--- src/design/flr_pkg.sv ---
`default_nettype none
package flr_pkg;
   localparam int MAX_BOXES_DEF = 64;
   localparam int SIZE_BITS_DEF = 16;
   localparam int POS_BITS      = 24;
   localparam int IDX_BITS      = 6;
   localparam int CONTAINER_RESET = 1600;

   // Register indexes on the csr port
   localparam logic [1:0] CSR_CWIDTH  = 2'd0;
   localparam logic [1:0] CSR_CHEIGHT = 2'd1;
   localparam logic [1:0] CSR_HMODE   = 2'd2;
   localparam logic [1:0] CSR_VMODE   = 2'd3;

   // Horizontal modes
   localparam logic [2:0] HM_RTL    = 3'd1;
   localparam logic [2:0] HM_CENTER = 3'd2;
   localparam logic [2:0] HM_EVEN   = 3'd3;
   localparam logic [2:0] HM_SPREAD = 3'd4;

   // Vertical modes
   localparam logic [1:0] VM_BTT    = 2'd1;
   localparam logic [1:0] VM_MIDDLE = 2'd2;
   localparam logic [1:0] VM_SPREAD = 2'd3;

   typedef enum logic [2:0] {
      ST_IDLE,
      ST_Y_START,
      ST_Y_WAIT,
      ST_ROW_RD,
      ST_ROW_LD,
      ST_ROW_WAIT,
      ST_BOX_RD,
      ST_BOX_OUT
   } state_type;
endpackage
`default_nettype wire

--- src/design/flr_ram.sv ---
`default_nettype none
module flr_ram #(
   parameter int WIDTH = 16,
   parameter int DEPTH = 64
) (
   input  wire logic                     clock,
   input  wire logic                     wr_en,
   input  wire logic [$clog2(DEPTH)-1:0] wr_addr,
   input  wire logic [WIDTH-1:0]         wr_data,
   input  wire logic [$clog2(DEPTH)-1:0] rd_addr,
   output logic      [WIDTH-1:0]         rd_data
);
   logic [WIDTH-1:0] mem_ff [DEPTH];
   logic [WIDTH-1:0] rd_data_ff;

   // Write one entry, read one entry into a register
   always_ff @(posedge clock) begin
      if (wr_en) begin
         mem_ff[wr_addr] <= wr_data;
      end
      rd_data_ff <= mem_ff[rd_addr];
   end

   assign rd_data = rd_data_ff;
endmodule
`default_nettype wire

--- src/design/flow_row_layout.sv ---
// Greedy flow layout. Boxes arrive one per cycle on req_ (width and height in
// unsigned Q12.4) and are broken into rows against container_width as they
// load; the box marked final_box starts placement, during which req_ready is
// low. Placement runs the vertical spacing divide, then per row reads the row
// memory and runs the bit-serial divider for the horizontal spacing, then per
// box reads the box width memory's single read port and emits, holding on any
// rsp_ stall. One result per box comes out on rsp_, rows in layout order
// (reversed bottom-to-top), boxes in load order within a row; the last carries
// rsp_final_result. Boxes past MAX_BOXES are dropped. Configuration must be
// written through csr_ only while idle; the block itself does not enforce it.
`default_nettype none
module flow_row_layout
   import flr_pkg::*;
#(
   parameter int MAX_BOXES = MAX_BOXES_DEF,
   parameter int SIZE_BITS = SIZE_BITS_DEF
) (
   input  wire logic                 clock,
   input  wire logic                 reset,
   input  wire logic                 csr_valid,
   output logic                      csr_ready,
   input  wire logic [1:0]           csr_index,
   input  wire logic [SIZE_BITS-1:0] csr_data,
   input  wire logic                 req_valid,
   output logic                      req_ready,
   input  wire logic [SIZE_BITS-1:0] req_box_width,
   input  wire logic [SIZE_BITS-1:0] req_box_height,
   input  wire logic                 req_final_box,
   output logic                      rsp_valid,
   input  wire logic                 rsp_ready,
   output logic [IDX_BITS-1:0]       rsp_box_index,
   output logic signed [POS_BITS-1:0] rsp_pos_x,
   output logic signed [POS_BITS-1:0] rsp_pos_y,
   output logic                      rsp_final_result
);
   localparam int S   = SIZE_BITS;
   localparam int IW  = $clog2(MAX_BOXES);
   localparam int CW  = IW + 1;
   localparam int TW  = S + IW;
   localparam int DVW = $clog2(MAX_BOXES + 2);
   localparam int DCW = $clog2(S + 1);
   localparam int PW  = S + IW + 3;
   localparam int XW  = (PW > POS_BITS) ? PW : POS_BITS;
   localparam int RW  = IW + CW + S + TW;

   // Configuration
   logic [S-1:0] cw_ff, ch_ff;
   logic [2:0]   hm_ff;
   logic [1:0]   vm_ff;

   // Loading state
   logic [CW-1:0] box_cnt_ff, box_cnt_in, row_cnt_ff, row_cnt_in;
   logic [TW-1:0] run_x_ff, run_x_in, prev_h_ff, prev_h_in;
   logic [S-1:0]  cur_tall_ff, cur_tall_in;
   logic [CW-1:0] cur_mem_ff, cur_mem_in;
   logic [IW-1:0] cur_first_ff, cur_first_in;

   // Placement state
   state_type state_ff, state_in;
   logic [CW-1:0] k_ff, k_in, left_ff, left_in;
   logic [IW-1:0] i_ff, i_in;
   logic signed [PW-1:0] x_ff, x_in, y_ff, y_in;
   logic [S-1:0] xs_ff, xs_in, ys_ff, ys_in, tall_ff, tall_in;
   logic pos_ff, pos_in;

   // Shared divider
   logic [DCW-1:0] div_cnt_ff, div_cnt_in;
   logic [DVW-1:0] div_rem_ff, div_rem_in, div_d_ff, div_d_in;
   logic [S-1:0]   div_quo_ff, div_quo_in;

   // Result register
   logic rsp_valid_ff, rsp_valid_in, rsp_final_ff, rsp_final_in;
   logic [IDX_BITS-1:0] rsp_idx_ff, rsp_idx_in;
   logic [POS_BITS-1:0] rsp_x_ff, rsp_x_in, rsp_y_ff, rsp_y_in;

   // Memories
   logic          box_we, row_we;
   logic [IW-1:0] box_wa, row_wa, row_ra;
   logic [S-1:0]  box_rd;
   logic [RW-1:0] row_wd, row_rd;

   // Control signals
   logic req_acc, slot_free;

   // Combinational helpers
   logic [TW:0]   sum_x;
   logic          new_row, load_ok;
   logic [CW-1:0] last_row;
   logic [TW-1:0] total_h, r_total;
   logic signed [TW+1:0] y_diff, x_diff;
   logic [S-1:0]  r_tall;
   logic [CW-1:0] r_mem;
   logic [IW-1:0] r_first;
   logic [DVW:0]  rem_sh;
   logic          div_ge;
   logic signed [PW-1:0] x_out, x_step;
   logic signed [XW-1:0] x_ext, y_ext;
   logic          row_done, lay_done;

   flr_ram #(.WIDTH(S), .DEPTH(MAX_BOXES)) u_box_ram (
      .clock   (clock),
      .wr_en   (box_we),
      .wr_addr (box_wa),
      .wr_data (req_box_width),
      .rd_addr (i_ff),
      .rd_data (box_rd)
   );

   flr_ram #(.WIDTH(RW), .DEPTH(MAX_BOXES)) u_row_ram (
      .clock   (clock),
      .wr_en   (row_we),
      .wr_addr (row_wa),
      .wr_data (row_wd),
      .rd_addr (row_ra),
      .rd_data (row_rd)
   );

   // Handshake and memory control
   always_comb begin
      csr_ready = 1'b1;
      req_ready = (state_ff == ST_IDLE);
      req_acc   = req_valid && req_ready;
      slot_free = !rsp_valid_ff || rsp_ready;
      load_ok   = box_cnt_ff < CW'(MAX_BOXES);
      box_we    = req_acc && load_ok;
      row_we    = box_we;
      box_wa    = box_cnt_ff[IW-1:0];
      last_row  = row_cnt_ff - CW'(1);
      row_ra    = (vm_ff == VM_BTT) ? IW'(last_row - k_ff) : k_ff[IW-1:0];
   end

   // Next state
   always_comb begin
      state_in = state_ff;
      case (state_ff)
         ST_IDLE:     if (req_acc && req_final_box) state_in = ST_Y_START;
         ST_Y_START:  state_in = ST_Y_WAIT;
         ST_Y_WAIT:   if (div_cnt_ff == '0) state_in = ST_ROW_RD;
         ST_ROW_RD:   state_in = ST_ROW_LD;
         ST_ROW_LD:   state_in = ST_ROW_WAIT;
         ST_ROW_WAIT: if (div_cnt_ff == '0) state_in = ST_BOX_RD;
         ST_BOX_RD:   state_in = ST_BOX_OUT;
         ST_BOX_OUT: begin
            if (slot_free) begin
               if (lay_done) state_in = ST_IDLE;
               else if (row_done) state_in = ST_ROW_RD;
               else state_in = ST_BOX_RD;
            end
         end
         default:     state_in = ST_IDLE;
      endcase
   end

   // Datapath
   always_comb begin
      box_cnt_in   = box_cnt_ff;
      row_cnt_in   = row_cnt_ff;
      run_x_in     = run_x_ff;
      prev_h_in    = prev_h_ff;
      cur_tall_in  = cur_tall_ff;
      cur_mem_in   = cur_mem_ff;
      cur_first_in = cur_first_ff;
      k_in = k_ff; left_in = left_ff; i_in = i_ff;
      x_in = x_ff; y_in = y_ff;
      xs_in = xs_ff; ys_in = ys_ff; tall_in = tall_ff; pos_in = pos_ff;
      div_cnt_in = div_cnt_ff; div_rem_in = div_rem_ff;
      div_d_in = div_d_ff; div_quo_in = div_quo_ff;
      rsp_valid_in = rsp_valid_ff && !rsp_ready;
      rsp_final_in = rsp_final_ff; rsp_idx_in = rsp_idx_ff;
      rsp_x_in = rsp_x_ff; rsp_y_in = rsp_y_ff;

      sum_x   = {1'b0, run_x_ff} + (TW+1)'(req_box_width);
      new_row = (row_cnt_ff == '0) || (sum_x > (TW+1)'(cw_ff));
      row_wa  = new_row ? row_cnt_ff[IW-1:0] : last_row[IW-1:0];

      total_h = prev_h_ff + TW'(cur_tall_ff);
      y_diff  = $signed((TW+2)'(ch_ff)) - $signed((TW+2)'(total_h));
      {r_first, r_mem, r_tall, r_total} = row_rd;
      x_diff  = $signed((TW+2)'(cw_ff)) - $signed((TW+2)'(r_total));

      rem_sh  = {div_rem_ff, div_quo_ff[S-1]};
      div_ge  = rem_sh >= {1'b0, div_d_ff};

      x_out  = (hm_ff == HM_RTL) ? x_ff - PW'(box_rd) : x_ff;
      x_step = ((hm_ff == HM_EVEN) || (hm_ff == HM_SPREAD)) ? PW'(xs_ff) : '0;
      x_ext  = XW'(x_out);
      y_ext  = XW'(y_ff);
      row_done = (left_ff == CW'(1));
      lay_done = row_done && (k_ff == last_row);

      // Divide one quotient bit per cycle
      if (div_cnt_ff != '0) begin
         div_rem_in = div_ge ? DVW'(rem_sh - {1'b0, div_d_ff}) : DVW'(rem_sh);
         div_quo_in = {div_quo_ff[S-2:0], div_ge};
         div_cnt_in = div_cnt_ff - DCW'(1);
      end

      // Load a box into the current or a new row
      if (box_we) begin
         if (new_row) begin
            row_cnt_in   = row_cnt_ff + CW'(1);
            prev_h_in    = prev_h_ff + TW'(cur_tall_ff);
            run_x_in     = TW'(req_box_width);
            cur_tall_in  = req_box_height;
            cur_mem_in   = CW'(1);
            cur_first_in = box_cnt_ff[IW-1:0];
         end else begin
            run_x_in    = sum_x[TW-1:0];
            cur_tall_in = (req_box_height > cur_tall_ff) ? req_box_height : cur_tall_ff;
            cur_mem_in  = cur_mem_ff + CW'(1);
         end
         box_cnt_in = box_cnt_ff + CW'(1);
      end
      row_wd = {cur_first_in, cur_mem_in, cur_tall_in, run_x_in};

      case (state_ff)
         // Start the vertical spacing divide
         ST_Y_START: begin
            pos_in     = !y_diff[TW+1] && (y_diff != '0);
            div_quo_in = y_diff[S-1:0];
            div_rem_in = '0;
            div_cnt_in = DCW'(S);
            if (vm_ff == VM_SPREAD && row_cnt_ff > CW'(1)) div_d_in = DVW'(last_row);
            else if (vm_ff == VM_SPREAD) div_d_in = DVW'(1);
            else div_d_in = DVW'(2);
         end
         // Take vertical spacing, set the first row's y
         ST_Y_WAIT: begin
            if (div_cnt_ff == '0) begin
               ys_in = (pos_ff && (vm_ff == VM_MIDDLE || vm_ff == VM_SPREAD))
                       ? div_quo_ff : '0;
               if (vm_ff == VM_BTT) y_in = PW'(ch_ff);
               else if (vm_ff == VM_MIDDLE) y_in = PW'(ys_in);
               else y_in = '0;
               k_in = '0;
            end
         end
         // Latch the row and start the horizontal spacing divide
         ST_ROW_LD: begin
            tall_in    = r_tall;
            left_in    = r_mem;
            i_in       = r_first;
            pos_in     = !x_diff[TW+1] && (x_diff != '0);
            div_quo_in = x_diff[S-1:0];
            div_rem_in = '0;
            div_cnt_in = DCW'(S);
            if (hm_ff == HM_EVEN) div_d_in = DVW'(r_mem + CW'(1));
            else if (hm_ff == HM_SPREAD && r_mem > CW'(1)) div_d_in = DVW'(r_mem - CW'(1));
            else if (hm_ff == HM_CENTER) div_d_in = DVW'(2);
            else div_d_in = DVW'(1);
         end
         // Set the row's starting x and, bottom-to-top, move y up
         ST_ROW_WAIT: begin
            if (div_cnt_ff == '0) begin
               xs_in = (pos_ff && (hm_ff == HM_CENTER || hm_ff == HM_EVEN ||
                        hm_ff == HM_SPREAD)) ? div_quo_ff : '0;
               if (hm_ff == HM_CENTER || hm_ff == HM_EVEN) x_in = PW'(xs_in);
               else if (hm_ff == HM_RTL) x_in = PW'(cw_ff);
               else x_in = '0;
               if (vm_ff == VM_BTT) y_in = y_ff - PW'(tall_ff);
            end
         end
         // Emit one box and advance
         ST_BOX_OUT: begin
            if (slot_free) begin
               rsp_valid_in = 1'b1;
               rsp_final_in = lay_done;
               rsp_idx_in   = IDX_BITS'(i_ff);
               rsp_x_in     = x_ext[POS_BITS-1:0];
               rsp_y_in     = y_ext[POS_BITS-1:0];
               x_in = (hm_ff == HM_RTL) ? x_out : x_ff + PW'(box_rd) + x_step;
               i_in    = i_ff + IW'(1);
               left_in = left_ff - CW'(1);
               if (row_done) begin
                  k_in = k_ff + CW'(1);
                  if (vm_ff != VM_BTT) begin
                     y_in = y_ff + PW'(tall_ff) +
                            ((vm_ff == VM_SPREAD) ? PW'(ys_ff) : PW'(0));
                  end
               end
               if (lay_done) begin
                  box_cnt_in  = '0;
                  row_cnt_in  = '0;
                  run_x_in    = '0;
                  prev_h_in   = '0;
                  cur_tall_in = '0;
               end
            end
         end
         default: begin
         end
      endcase
   end

   // Control registers
   always_ff @(posedge clock) begin
      if (reset) begin
         cw_ff        <= S'(CONTAINER_RESET);
         ch_ff        <= S'(CONTAINER_RESET);
         hm_ff        <= '0;
         vm_ff        <= '0;
         state_ff     <= ST_IDLE;
         box_cnt_ff   <= '0;
         row_cnt_ff   <= '0;
         run_x_ff     <= '0;
         prev_h_ff    <= '0;
         cur_tall_ff  <= '0;
         div_cnt_ff   <= '0;
         rsp_valid_ff <= 1'b0;
      end else begin
         if (csr_valid && csr_ready) begin
            case (csr_index)
               CSR_CWIDTH:  cw_ff <= csr_data;
               CSR_CHEIGHT: ch_ff <= csr_data;
               CSR_HMODE:   hm_ff <= csr_data[2:0];
               CSR_VMODE:   vm_ff <= csr_data[1:0];
               default: begin
               end
            endcase
         end
         state_ff     <= state_in;
         box_cnt_ff   <= box_cnt_in;
         row_cnt_ff   <= row_cnt_in;
         run_x_ff     <= run_x_in;
         prev_h_ff    <= prev_h_in;
         cur_tall_ff  <= cur_tall_in;
         div_cnt_ff   <= div_cnt_in;
         rsp_valid_ff <= rsp_valid_in;
      end
   end

   // Payload registers
   always_ff @(posedge clock) begin
      cur_mem_ff   <= cur_mem_in;
      cur_first_ff <= cur_first_in;
      k_ff <= k_in; left_ff <= left_in; i_ff <= i_in;
      x_ff <= x_in; y_ff <= y_in;
      xs_ff <= xs_in; ys_ff <= ys_in; tall_ff <= tall_in; pos_ff <= pos_in;
      div_rem_ff <= div_rem_in; div_d_ff <= div_d_in; div_quo_ff <= div_quo_in;
      rsp_final_ff <= rsp_final_in; rsp_idx_ff <= rsp_idx_in;
      rsp_x_ff <= rsp_x_in; rsp_y_ff <= rsp_y_in;
   end

   assign rsp_valid        = rsp_valid_ff;
   assign rsp_box_index    = rsp_idx_ff;
   assign rsp_pos_x        = rsp_x_ff;
   assign rsp_pos_y        = rsp_y_ff;
   assign rsp_final_result = rsp_final_ff;
endmodule
`default_nettype wire

--- config.mk ---
export PLATFORM = sky130hd
export DESIGN_NAME = flow_row_layout
export DESIGN_NICKNAME = d
export VERILOG_FILES = /design/src/design/flr_pkg.sv /design/src/design/flr_ram.sv /design/src/design/flow_row_layout.sv
export SDC_FILE = /design/constraint.sdc
export NUM_CORES = 2
export LEC_CHECK = 0
export BUFFER_PORTS_ARGS = -buffer_cell sky130_fd_sc_hd__buf_2
export CAP_MARGIN = 20
export CORE_ASPECT_RATIO = 0.75
export CORE_MARGIN = 5
export CORE_UTILIZATION = 41
export CTS_CLUSTER_SIZE = 14
export DETAILED_ROUTE_END_ITERATION = 7
export PLACE_DENSITY = 0.55
export SLEW_MARGIN = 20
export SYNTH_ARGS = -nofsm -noshare
export SYNTH_HDL_FRONTEND = slang
export SYNTH_MEMORY_MAX_BITS = 65536
export SYNTH_SLANG_ARGS = --single-unit
--- constraint.sdc ---
create_clock -name clock -period 10.6 [get_ports clock]
set_input_delay 1.06 -clock clock [delete_from_list [all_inputs] [get_ports clock]]
set_output_delay 1.06 -clock clock [all_outputs]
set_load 0.005 [all_outputs]
# Word level (Yosys, flattened, before mapping)
# Memories as Yosys holds them, arrays and structs flattened. A register that Yosys moved wholly into a read port is not among the register bits.
# Cells that the tools add are included.
# Widths: inputs -> output; s select.
# classes
add_sub_neg,22
order_cmp,6
eq_ne,27
n_mux,82
n_reduce_logical,49
# op_table
operator,count
$mux 25,10
$mux 16,15
$mux 22,10
$mux 7,19
$add 25x16->25,4
$pmux 25 s3,1
$pmux 25 s2,1
$sub 25x16->25,2
$reduce_bool 24->1,2
$sub 16x22->23,2
$pmux 7 s2,3
$add 7x1->7 const B,5
$pmux 16 s2,1
$mux 6,5
$pmux 3 s8,1
$add 22x16->23,1
$gt 23x16->1,1
$add 22x16->22,1
$sub 7x1->7 const B,3
$mux 3,6
$gt 16x16->1,1
$reduce_and 2->1,8
$eq 3x3->1 const B,5
$gt 7x1->1 const B,2
other kinds (34),77
# totals
regBits,337
mem_bits_rw,4288
memories,2
# memory_table
memory,words,word_bits,rd,rd_ports_with_merged_regs,write_ports,line,text
u_row_ram.mem_ff,64,51,1,1,1,flr_ram.sv:13,logic [WIDTH-1:0] mem_ff [DEPTH];
u_box_ram.mem_ff,64,16,1,1,1,flr_ram.sv:13,

# Depth between registers and ports, before layout
# depth
ltp_word,8
mapped_depth,27
mapped_depth_nobuf,24

# By module
# Synthesis repeated with hierarchy kept, for this count alone.
# unflattened
cells_unflattened,9615
hier_area_um2,188077.9
# by_module_without_submodules
module,n_inst,cells_each,area_per_inst_um2,seq_area_each_um2
flr_ram (u_row_ram),1,5186,124619.5,99035.0
flr_ram (u_box_ram),1,1828,40019.6,31069.8
flow_row_layout,1,2601,23438.7,8658.3

# Worst setup path after synthesis
# Ideal clock, no wire load.
# synth_path
path_kind,input to register
from,input port req_box_width[0]
to,memory u_row_ram.mem_ff[4][0] in the netlist's numbering (enable)
setup_time_ns,0.522
arrival_ns,8.609
slack_ns,1.469
stages,25
path_buffers,1
cell_sequence,ha_1 inv_1 fa_1 and2b_1 o21ai_1 a21boi_2 o21ai_1 a21oi_2 o21a_1 o21ai_0 nor2b_1 o21bai_1 xnor2_1 ha_1 nand4_1 nor2_1 and2_1 o21ai_1 o2111ai_1 a22o_1 or4b_4 buf_6 nor3_4 mux2i_4 nor3_1
# synth_via
elab_chain_cells,4
# synth_lines
item,line,text
"start, declared",flow_row_layout.sv:26,"input wire logic [SIZE_BITS-1:0] req_box_width,"
$add 22x16->23,flow_row_layout.sv:172,"sum_x = {1'b0, run_x_ff} + (TW+1)'(req_box_width);"
$gt 23x16->1,flow_row_layout.sv:173,new_row = (row_cnt_ff == '0) || (sum_x > (TW+1)'(cw_ff));
$logic_or 1x1->1,flow_row_layout.sv:173,
$mux 6,flow_row_layout.sv:174,row_wa = new_row ? row_cnt_ff[IW-1:0] : last_row[IW-1:0];
"end, declared",flr_ram.sv:13,
# No other way between the ends.

# Worst setup path after layout
# layout_path
from,register run_x_ff[0]
to,memory u_row_ram.mem_ff[9][4] in the netlist's numbering (enable)
# layout_via
elab_chain_cells,4
# layout_lines
item,line,text
"start, declared",flow_row_layout.sv:53,"logic [TW-1:0] run_x_ff, run_x_in, prev_h_ff, prev_h_in;"
"start signal, assigned",flow_row_layout.sv:324,run_x_ff <= run_x_in;
$add 22x16->23,flow_row_layout.sv:172,
$gt 23x16->1,flow_row_layout.sv:173,
$logic_or 1x1->1,flow_row_layout.sv:173,
$mux 6,flow_row_layout.sv:174,
# No other way between the ends.

==> impl_metrics.csv <==
group,metric,value,unit
global_route,grt_pass1_wl,848,mm
global_route,grt_overflow,0,
sta,rsz0062_at_grt,"no",
critical_path,reg2reg_setup_slack,2780,ps
cells_and_area,fin_util,0.462,
sta,drv_slew,0,
sta,finClkSkew,70.0,ps
yosys,synthFlopType,"edfxtp_1",
clock_tree,cts.repair.resized,0,
clock_tree,clkSinkCount,4690,
sta,fmax,128,MHz
cells_and_area,drive_gt1_frac,0.116,
clock_tree,post_cts_buffers,0,
global_route,grt_pass1_vias,111507,
yosys,synth_area_per_cell,13.8,sq um
route,via_count,120735,
critical_path,cp_cell_sequence,"ha_1 -> inv_1 -> fa_1 -> and2b_1 -> o21ai_1 -> a21boi_2 -> o21ai_1 -> a21oi_2 -> o21a_1 -> o21ai_0 -> nor2b_1 -> o21bai_1 -> xnor2_1 -> ha_1 -> nand4_1 -> nor2_1 -> a211oi_1 -> o2111ai_1 -> a22o_1 -> nor4b_4 -> mux2i_1 -> nand2b_1 -> nor2_4 -> buf_4",
critical_path,worst-path-buf-inv,2,
route,post-route-drc-count,0,
clock_tree,cts_max_path_buffers,4,
sta,maxSlewHeadroom,0.230,
power,comb_power_share,0.211,
route,drt_iter0_markers,16065,
cells_and_area,multi_input_area,0.0511,sq mm
power,static-leakage-power,73.2,nW
cells_and_area,n_fill_cell,41137,
status,status,"finished clean",
floorplanning,initial_core_util,0.411,
sta,hold_violations,0,
yosys,ys_types,100,
floorplanning,core-area,0.469,sq mm
clock_tree,htreeDepth,5,
power,clock_power_share,0.323,
yosys,synthTopCellsByArea,"edfxtp_1 70%, nand2_1 6.9%, mux4_2 3.9%, a311oi_1 2.8%, nand3_1 2.3%",
floorplanning,die_h,604,microns
clock_tree,cts.clk_slew.worst_paths,60,ps
power,p_sw_frac,0.311,
yosys,synth.area.mux_share,0.0420,
route,wire_per_inst,28.9,microns
cells_and_area,regArea,0.139,sq mm
route,drt-met1-wl,276,mm
route,top_layer,"met5",
critical_path,max_stage_delay,960,ps
critical_path,cp-end-kind,"register",
power,power_density,226,mW/mm^2
critical_path,cp_top_family,"simple AND/OR/NAND/NOR gates",
clock_tree,root_buffer,"clkbuf_16",
cells_and_area,synthToLayoutAreaGrowth,12.4,%
route,dr.pass1.iters,8,
yosys,synthTopCellsByCount,"4,483 x edfxtp_1, 3,558 x nand2_1, 878 x nand3_1, 785 x clkbuf_1, 613 x a311oi_1",
yosys,yosysTopAreaCellShare,0.698,
sta,period_share,0.738,
cells_and_area,finalNonFillerCells,20673,
place,dp_cells,19834,
route,wl_met2,248,mm
critical_path,worst_ep_arrival_time,8440,ps
yosys,yosysTopAreaCell,"edfxtp_1",
critical_path,cp.required,11220,ps
global_route,grt_usage,0.240,
yosys,synth_cells,13975,
place,gp_congestion,0.897,
route,via_per_inst,5.84,
yosys,netlist_area,0.193,sq mm
flow_run,maxCapViolCount,0,
yosys,synth-compound-area-share,0.0679,
floorplanning,io_pins,114,
yosys,synthAdderAreaFrac,0.0164,
yosys,synth_seq_area_share,0.719,
yosys,synthSimpleGateAreaFrac,0.125,
critical_path,criticalPathCategory,"reg -> reg",
place,dp_slack,2000,ps
route,ant_nets,0,
sta,tns,0,ps
global_route,grt_max_degree,152,
cells_and_area,nets,14293,
place,io_buffers,112,
floorplanning,rows,218,
clock_tree,cts_buffers,447,
floorplanning,die_w,802,microns
yosys,synth_most_common_cell,"edfxtp_1",
critical_path,slowest_stage,"nor2_4",
floorplanning,dieArea,0.484,sq mm
power,intPower,0.0338,W
yosys,synth_seq_cells,4690,
route,routed_wl,598,mm
global_route,antenna_found_initial,50,
clock_tree,insertion_delay,1040,ps
yosys,synth_nets,14253,
sta,finalSetupViolations,0,
clock_tree,cts_hold_buffers,0,
yosys,ys_warn_count,0,
power,seqPwrFrac,0.466,
sta,period_needed,7820,ps
critical_path,cp_max_fo,28,
power,p_switching,0.0152,W
place,dp_hpwl,357,mm
route,dr_wl_met3,59.2,mm
power,irDropWorstVdd,0.183,mV
sta,worstMarginPinSlew,1150,ps
yosys,synthXorXnorAreaFrac,0.00763,
worst_hold_path,hold_path.class,"in -> reg",
yosys,synth_edf_count,4483,
clock_tree,cts_tree,"yes",
yosys,async_flop_share,0,
sta,post-route-worst-setup-slack,2780,ps
yosys,synth_top_family_by_area,"simple AND/OR/NAND/NOR gates",
critical_path,cp-start-kind,"register",
==> power by group through the flow <==
stage                     combinational [W]  sequential (W)  clock, W
after floorplan                     0.00603          0.0229         0
after global placement               0.0101          0.0232         0
after detailed placement             0.0102          0.0232         0
after CTS                            0.0102          0.0228    0.0161
after global routing                 0.0111          0.0228    0.0169
final                                0.0103          0.0228    0.0158
==> through the flow <==
stage,hold WS [ps],power [W],area [sq um]
global route,254,0.0508,217000
finish,295,0.0490,217000
global placement,393,0.0333,202000
CTS,193,0.0491,217000
detailed placement,391,0.0334,202000
floorplan,386,0.0289,193000
==> cells in the final DEF (no fill, tap or decap), drive strengths merged, types with 42 or more instances in the layout <==
cell and n:
nor3 92, edfxtp 4483, o21ai 156, nand3 878, dfxtp 207, buf 509
a31oi 232, nand2 3559, nor2b 54, a21o 52, inv 178, xor2 63
and3 469, nor2 306, and2 68, a21oi 409, mux4 336, a211oi 177
fa 42, clkinv 165, ha 180, a311oi 613, xnor2 105, clkbuf 615
==> registers in the layout, summed over array words and instances, names as in the netlist, 7 cells and up <==
register,cells
left_ff,7
row_cnt_ff,7
ch_ff,16
cur_mem_ff,7
div_quo_ff,16
cw_ff,16
xs_ff,16
u_box_ram.rd_data,16
div_rem_ff,7
k_ff,7
rsp_pos_y,24
u_row_ram.rd_data,51
prev_h_ff,22
div_d_ff,7
u_row_ram.mem_ff,3264
rsp_pos_x,24
box_cnt_ff,7
x_ff,24
y_ext,24
u_box_ram.mem_ff,1024
cur_tall_ff,16
run_x_ff,22
tall_ff,16
ys_ff,16
==> layer usage <==
layer	track usage	vias to the layer above
met1	0.381	61690
met3	0.0505	741
met2	0.334	5526
met5	0	-
li1	-	52752
met4	0.0559	26
==> final cells by class <==
class / count / share of cell area
sequential: 4690 / 0.640
timing repair buffer: 509 / 0.0196
antenna: 10 / 0.000115
clock inverter: 212 / 0.00915
inverter: 165 / 0.00286
multi-input combinational: 8202 / 0.236
clock buffer: 615 / 0.0563
tap: 6270 / 0.0362
==> final timing paths <==
check,from,end,cells past startpoint
max,run_x_ff[0],u_row_ram.mem_ff[9][4],24
min,csr_data[7],ch_ff[7],3
max reg2reg,run_x_ff[0],u_row_ram.mem_ff[9][4],24
min reg2reg,u_row_ram.rd_data[30],tall_ff[8],0
==> worst register-to-register path, delay by kind of cell, from the launching register on <==
| kind | cells | cell delay (ps) |
|---|---|---|
| mux | 1 | 420 |
| buf+inv | 2 | 810 |
| fa+ha+maj | 3 | 680 |
| xor+xnor | 1 | 230 |
| flops | 1 | 310 |
| simple gates | 7 | 2970 |
| compound gates | 10 | 1990 |
==> cells by family (layout without fill, tap and decap cells) <==
logic type	Yosys count	in the layout
DFF	4690	4690
buffers and inverters	1083	1501
adders and majority gates	229	229
AOI/OAI and AO/OA	1841	1841
and+or+nand+nor	5584	5584
muxes	379	379
other	1	11
xor gates and xnor gates	168	168
Note: power is estimated with default switching activity, not from simulation.
